$ cat src/voc_pkg.sv
// shared types and constants of the voxel occupancy run-length encoder
package voc_pkg;

    localparam int COORD_W    = 32;
    localparam int IDX_W      = 33;
    localparam int CFG_IDX_W  = 3;
    localparam int RUN_W      = 8;
    localparam int CELL_IDX_W = 15;
    localparam int AXIS_OPS   = 6;

    localparam logic [RUN_W-1:0] RUN_CAP = 8'd255;

    localparam logic [1:0] FUNC_INSERT = 2'd0;
    localparam logic [1:0] FUNC_READ   = 2'd1;
    localparam logic [1:0] FUNC_CLEAR  = 2'd2;

    localparam logic [CFG_IDX_W-1:0] CFG_ORIGIN_X = 3'd0;
    localparam logic [CFG_IDX_W-1:0] CFG_ORIGIN_Y = 3'd1;
    localparam logic [CFG_IDX_W-1:0] CFG_ORIGIN_Z = 3'd2;
    localparam logic [CFG_IDX_W-1:0] CFG_CELLS    = 3'd3;
    localparam logic [CFG_IDX_W-1:0] CFG_CENTER_X = 3'd4;
    localparam logic [CFG_IDX_W-1:0] CFG_CENTER_Y = 3'd5;
    localparam logic [CFG_IDX_W-1:0] CFG_CENTER_Z = 3'd6;

    typedef enum logic [3:0] {
        S_CLEAR,
        S_IDLE,
        S_AXIS,
        S_CHECK,
        S_MEM_RD,
        S_MEM_WR,
        S_RD_FETCH,
        S_RD_ALIGN,
        S_RD_COUNT
    } t_state;

    typedef struct packed {
        logic               valid;
        logic [COORD_W-1:0] point;
        logic [COORD_W-1:0] origin;
    } t_axis_req;

    typedef struct packed {
        logic             valid;
        logic [IDX_W-1:0] index;
    } t_axis_res;

endpackage

$ cat src/voc_axis_unit.sv
// shared pipelined unit mapping one coordinate to a signed voxel index
module voc_axis_unit (
    input  logic                                i_clk,
    input  logic                                i_rst_n,
    input  voc_pkg::t_axis_req                  i_req,
    input  logic [voc_pkg::COORD_W-1:0]         i_scale,
    output voc_pkg::t_axis_res                  o_res
);
    import voc_pkg::*;

    logic                   r_s1_valid;
    logic                   r_s1_neg;
    logic [COORD_W-1:0]     r_s1_mag;
    logic                   r_s2_valid;
    logic                   r_s2_neg;
    logic [2*COORD_W-1:0]   r_s2_prod;
    logic                   r_s3_valid;
    logic [IDX_W-1:0]       r_s3_index;

    logic [COORD_W:0]       diff;
    logic [COORD_W:0]       diff_neg;
    logic [COORD_W:0]       hi_ext;
    logic                   big;
    logic                   small_pos;
    logic [IDX_W-1:0]       n_index;

    always_comb begin
        diff     = {i_req.point[COORD_W-1], i_req.point}
                 - {i_req.origin[COORD_W-1], i_req.origin};
        diff_neg = -diff;
        hi_ext   = {1'b0, r_s2_prod[2*COORD_W-1:COORD_W]};
        big       = !r_s2_neg && (r_s2_prod >= 64'h0000_0000_8000_0000);
        small_pos = !r_s2_neg && (r_s2_prod != '0);
        if (big) begin
            n_index = hi_ext;
        end else if (small_pos) begin
            n_index = '0;
        end else begin
            // -(m >> 32) - 1
            n_index = ~hi_ext;
        end
    end

    always_ff @(posedge i_clk) begin
        if (!i_rst_n) begin
            r_s1_valid <= 1'b0;
            r_s2_valid <= 1'b0;
            r_s3_valid <= 1'b0;
        end else begin
            r_s1_valid <= i_req.valid;
            r_s2_valid <= r_s1_valid;
            r_s3_valid <= r_s2_valid;
        end
    end

    always_ff @(posedge i_clk) begin
        r_s1_neg   <= diff[COORD_W];
        r_s1_mag   <= diff[COORD_W] ? diff_neg[COORD_W-1:0] : diff[COORD_W-1:0];
        r_s2_neg   <= r_s1_neg;
        r_s2_prod  <= r_s1_mag * i_scale;
        r_s3_index <= n_index;
    end

    assign o_res.valid = r_s3_valid;
    assign o_res.index = r_s3_index;

endmodule

$ cat config.mk
export PLATFORM = sky130hd
export DESIGN_NAME = voc_axis_unit
export DESIGN_NICKNAME = d
export VERILOG_FILES = /design/src/voc_pkg.sv /design/src/voc_axis_unit.sv
export SDC_FILE = /design/constraint.sdc
export NUM_CORES = 2
export LEC_CHECK = 0
export ABC_AREA = 1
export BUFFER_PORTS_ARGS = -buffer_cell sky130_fd_sc_hd__buf_2
export CAP_MARGIN = 25
export CORE_AREA = 4 4 267 269
export DETAILED_ROUTE_END_ITERATION = 6
export DIE_AREA = 0 0 271 273
export PLACE_DENSITY = 0.8
export SLEW_MARGIN = 20
export SYNTH_ARGS = -nofsm -noshare
export SYNTH_HDL_FRONTEND = slang
export SYNTH_SLANG_ARGS = --single-unit
$ cat constraint.sdc
create_clock -name i_clk -period 14.46 [get_ports i_clk]
set_clock_uncertainty 0.15 [all_clocks]
set_input_delay 1.446 -clock i_clk [delete_from_list [all_inputs] [get_ports i_clk]]
set_output_delay 1.446 -clock i_clk [all_outputs]
set_load 0.03 [all_outputs]
# ---- Word level (Yosys, flattened, before mapping)
# Index checks and enable logic that the tools add are counted.
# Widths: inputs -> output; s select.
dict set report op_classes {
  addsub 2
  mul 1
  div 0
  order_cmp 1
  eq_ne 0
  n_shift 0
  muxes 3
  n_bitwise 1
  reduce_logical 5
}
# op count
set ops {}
lappend ops {{$mux 32} 3}
lappend ops {{$ge 64x32->1 const B} 1}
lappend ops {{$mul 32x32->64} 1}
lappend ops {{$reduce_bool 64->1} 1}
lappend ops {{$not 32->33} 1}
lappend ops {{$sub 32x32->33} 1}
lappend ops {{$neg 32->32} 1}
lappend ops {{$logic_and 1x1->1} 2}
lappend ops {{$reduce_or 2->1} 1}
lappend ops {{$logic_not 1->1} 1}
dict set report totals {
  regBits 134
  latch_bits 0
  ram_bits 0
  romBits 0
  in_bits 99
  output_inout_bits 34
  word_cells 22
  memories 0
}

# ---- Longest topological paths before layout
dict set report depth {
  ltp_word 4
  ltp_mapped 30
  mapped_depth_nobuf 29
}

# ---- Worst setup path after synthesis
# No wires, ideal clock.
dict set report synth_timing {
  path_type {input-to-reg}
  startpoint {in i_scale[6] (netlist bit)}
  endpoint {reg r_s2_prod[44]}
  setup_time_ps 58
  t_arrival_ps 7483
  required_ps 14252
  slack_ps 6769
  path_stages 27
  path_buffers 1
  cell_sequence {clkbuf_1 nand2_1 inv_1 fa_1 fa_1 fa_1 inv_1 fa_1 inv_1 fa_1 inv_1 fa_1 inv_1 fa_1 fa_1 ha_1 nand2_1 nor2_1 inv_1 nor4_1 a21oi_1 o21ai_1 nand2_1 nand2_1 nand2_1 a21o_1 nand2_1}
}
dict set report synth_via {
  elab_chain_len 1
}
# element line
set synth_rtl {}
lappend synth_rtl {{start, declared} voc_axis_unit.sv:6} ;# input logic [voc_pkg::COORD_W-1:0] i_scale,
lappend synth_rtl {{$mul 32x32->64} voc_axis_unit.sv:60} ;# r_s2_prod <= r_s1_mag * i_scale;
lappend synth_rtl {{end signal, assigned} voc_axis_unit.sv:60}
lappend synth_rtl {{end, declared} voc_axis_unit.sv:16} ;# logic [2*COORD_W-1:0] r_s2_prod;
# Every way passes these cells.
# A chain may end at the register's enable or synchronous reset.

# ---- Final worst setup path
dict set report layout_timing {
  startpoint {in i_scale[26] (netlist bit)}
  endpoint {reg r_s2_prod[57]}
}
# Same word-level chain as after synthesis.

==> qor.yml <==
period_minus_slack_ps: 8570
cts-root-buf: "clkbuf_16"
drt_wl_total_um: 115000
syn-num-nets: 6717
slowest_delay_ps: 740
ys_warn_count: 0
die_h_um: 273
reg2reg_from: "r_s1_mag[17]"
drc: 0
critPathLaunch: "i_scale[26]"
hp-class: "register to register"
clkLatencyLatePin_ps: 500
antenna_found_initial: 3
numClockSinks: 134
cp_top_family: "adder cells"
htreeDepth: 4
critPathLaunchType: "input pin"
dp.final_hpwl_um: 89200
placed_cells: 6320
mappedNetlistArea_mm2: 0.0411
ant_nets: 0
fp.dieW_um: 271
first_pass_iters: 7
cts_tree: "done"
max_freq_mhz: 117
cp_slowest_cell: "buf_2"
fin_cells: 6351
cp.required_ps: 14710
rsz0062_at_grt: "no"
cts_hold_buf: 0
synth_flop_cell: "dfxtp_1"
dieArea_mm2: 0.0740
gr-usage-all-layers: 0.320
num-fill-cells: 5869
maxSlewViolCount: 0
synth_cell_types: 44
yosys.area.top_type: "fa_1"
worst-path-buf-inv: 5
setup-tns-final_ps: 0
place.gp.congestion: 0.998
hp-start: "r_s2_valid"
num-nets-final: 6700
avgSynthCellArea_um2: 7.58
grt_pass1_wl_um: 187000
criticalPathCategory: "input pin to register"
synth.top_cell.area_share: 0.437
layout-drive-gt1-share: 0.0454
drtIter0Drc: 3036
cts-resized-gates: 0
synth_area_leaders: "fa_1 (44%), inv_1 (16%), nand2_1 (13%)"
async_reset_ff_frac: 0
setup_violations: 0
yosysMostFrequentCell: "inv_1"
hold_viol: 0
worstPathArrival_ps: 8820
yosys_register_bits: 134
grt-ovfl-total: 0
slew_headroom: 0.262
synth_edf_count: 0
rows: 96
cts_setup_buffers: 0
syn_to_final_growth_pct: 4.56
cpMostUsedCell: "fa_1"
grt_pass1_vias: 35900
drt-wirelength-per-cell_um: 18.1
io_buffers: 132
clkSlewWorstSetupHoldPaths_ps: 60
core_mm2: 0.0686
synthCells: 5425
post-route-period-util: 0.593
cts_made_buffers: 17
cts_buffer_depth: 2
vias_per_cell: 5.37
ys_top_cells_by_count: "inv_1 (1,716), nand2_1 (1,462), fa_1 (897)"
crit_fanout: 32
cap_violations: 0
cp-end-kind: "register"
num_io_pins: 133
worst_pin_slew_ps: 1110
vias: 34100
grt_max_degree: 33
status: "completed"
initial_core_util: 0.599
ys_seq_area_frac: 0.0653
tightest hold or removal path: stages, from the launching register on:
cell	delay, ps
dfxtp_1	310
nand2_1	50
inv_1	40
cell type report:
cell class	instances	area [µm²]	area share
Antenna cell	1	2.50	0.0000582
Clock buffer	21	470	0.0109
Clock inverter	9	73.8	0.00172
Inverter	1725	6470	0.151
Multi-Input combinational cell	3364	31200	0.726
Sequential cell	134	2690	0.0625
Tap cell	931	1160	0.0271
Timing Repair Buffer	166	920	0.0214
flip-flops by register name, indices dropped and copies added (netlist names):
signal and cells:
r_s3_index 33, r_s2_prod 64, r_s2_valid 1, r_s1_valid 1, r_s1_mag 32, r_s3_valid 1
r_s1_neg 1, r_s2_neg 1
path summary, 6_finish.rpt:
check	endpoint	slack, ps	depth (start not counted)
max	r_s2_prod[57]	5890	25
min	r_s3_valid	270	2
max reg2reg	r_s2_prod[63]	6750	24
min reg2reg	r_s3_valid	270	2
metal layers:
layer,vias to the layer above,routed length (µm),global-route usage
met2,1876,54700,0.528
met4,4,7520,0.183
met1,16600,41500,0.397
met3,444,11300,0.0625
met5,-,33,0
li1,15200,-,-
placed cells by master, fill, tap and decap left out, types with 3 or more instances in the layout:
master / instances
inv_1: 1716
nand2_1: 1462
fa_1: 897
ha_1: 296
nor2_1: 184
a21oi_1: 135
buf_2: 132
dfxtp_1: 132
nand3_1: 72
xor2_1: 67
o21ai_0: 54
buf_4: 33
xnor2_1: 27
a31oi_1: 22
nor4_1: 22
nand4_1: 19
nor3_1: 17
clkbuf_16: 17
nand2_2: 15
a21o_1: 11
o21bai_1: 11
inv_2: 9
nand3b_1: 8
nand3_2: 6
o21a_1: 5
nor2_2: 5
xnor2_2: 5
clkinv_4: 4
o211ai_1: 3
nor3_2: 3
clkbuf_8: 3
clkinvlp_4: 3
metrics by stage:
step	hold WS, ps	util	worst slack (ps)	area, µm²
after floorplan	160	-	6770	41100
after CTS	277	0.627	6040	43000
after global placement	245	0.619	5670	42400
after detailed placement	261	0.619	5620	42400
after global routing	301	0.627	5600	43000
final	270	0.627	5890	43000
cell families (layout without fill, tap and decap cells):
| kind of cell | count (synthesis) | after routing | synth area share |
|---|---|---|---|
| fa+ha+maj | 1193 | 1193 | 0.527 |
| buf+inv | 1927 | 1921 | 0.176 |
| compound gates | 253 | 253 | 0.0344 |
| other cells | 0 | 1 | 0 |
| xor+xnor | 99 | 99 | 0.0220 |
| flops | 134 | 134 | 0.0653 |
| simple gates | 1819 | 1819 | 0.175 |
Power is not shown: default switching activity piles up to over one toggle a cycle in this logic, so the estimate is an artifact.
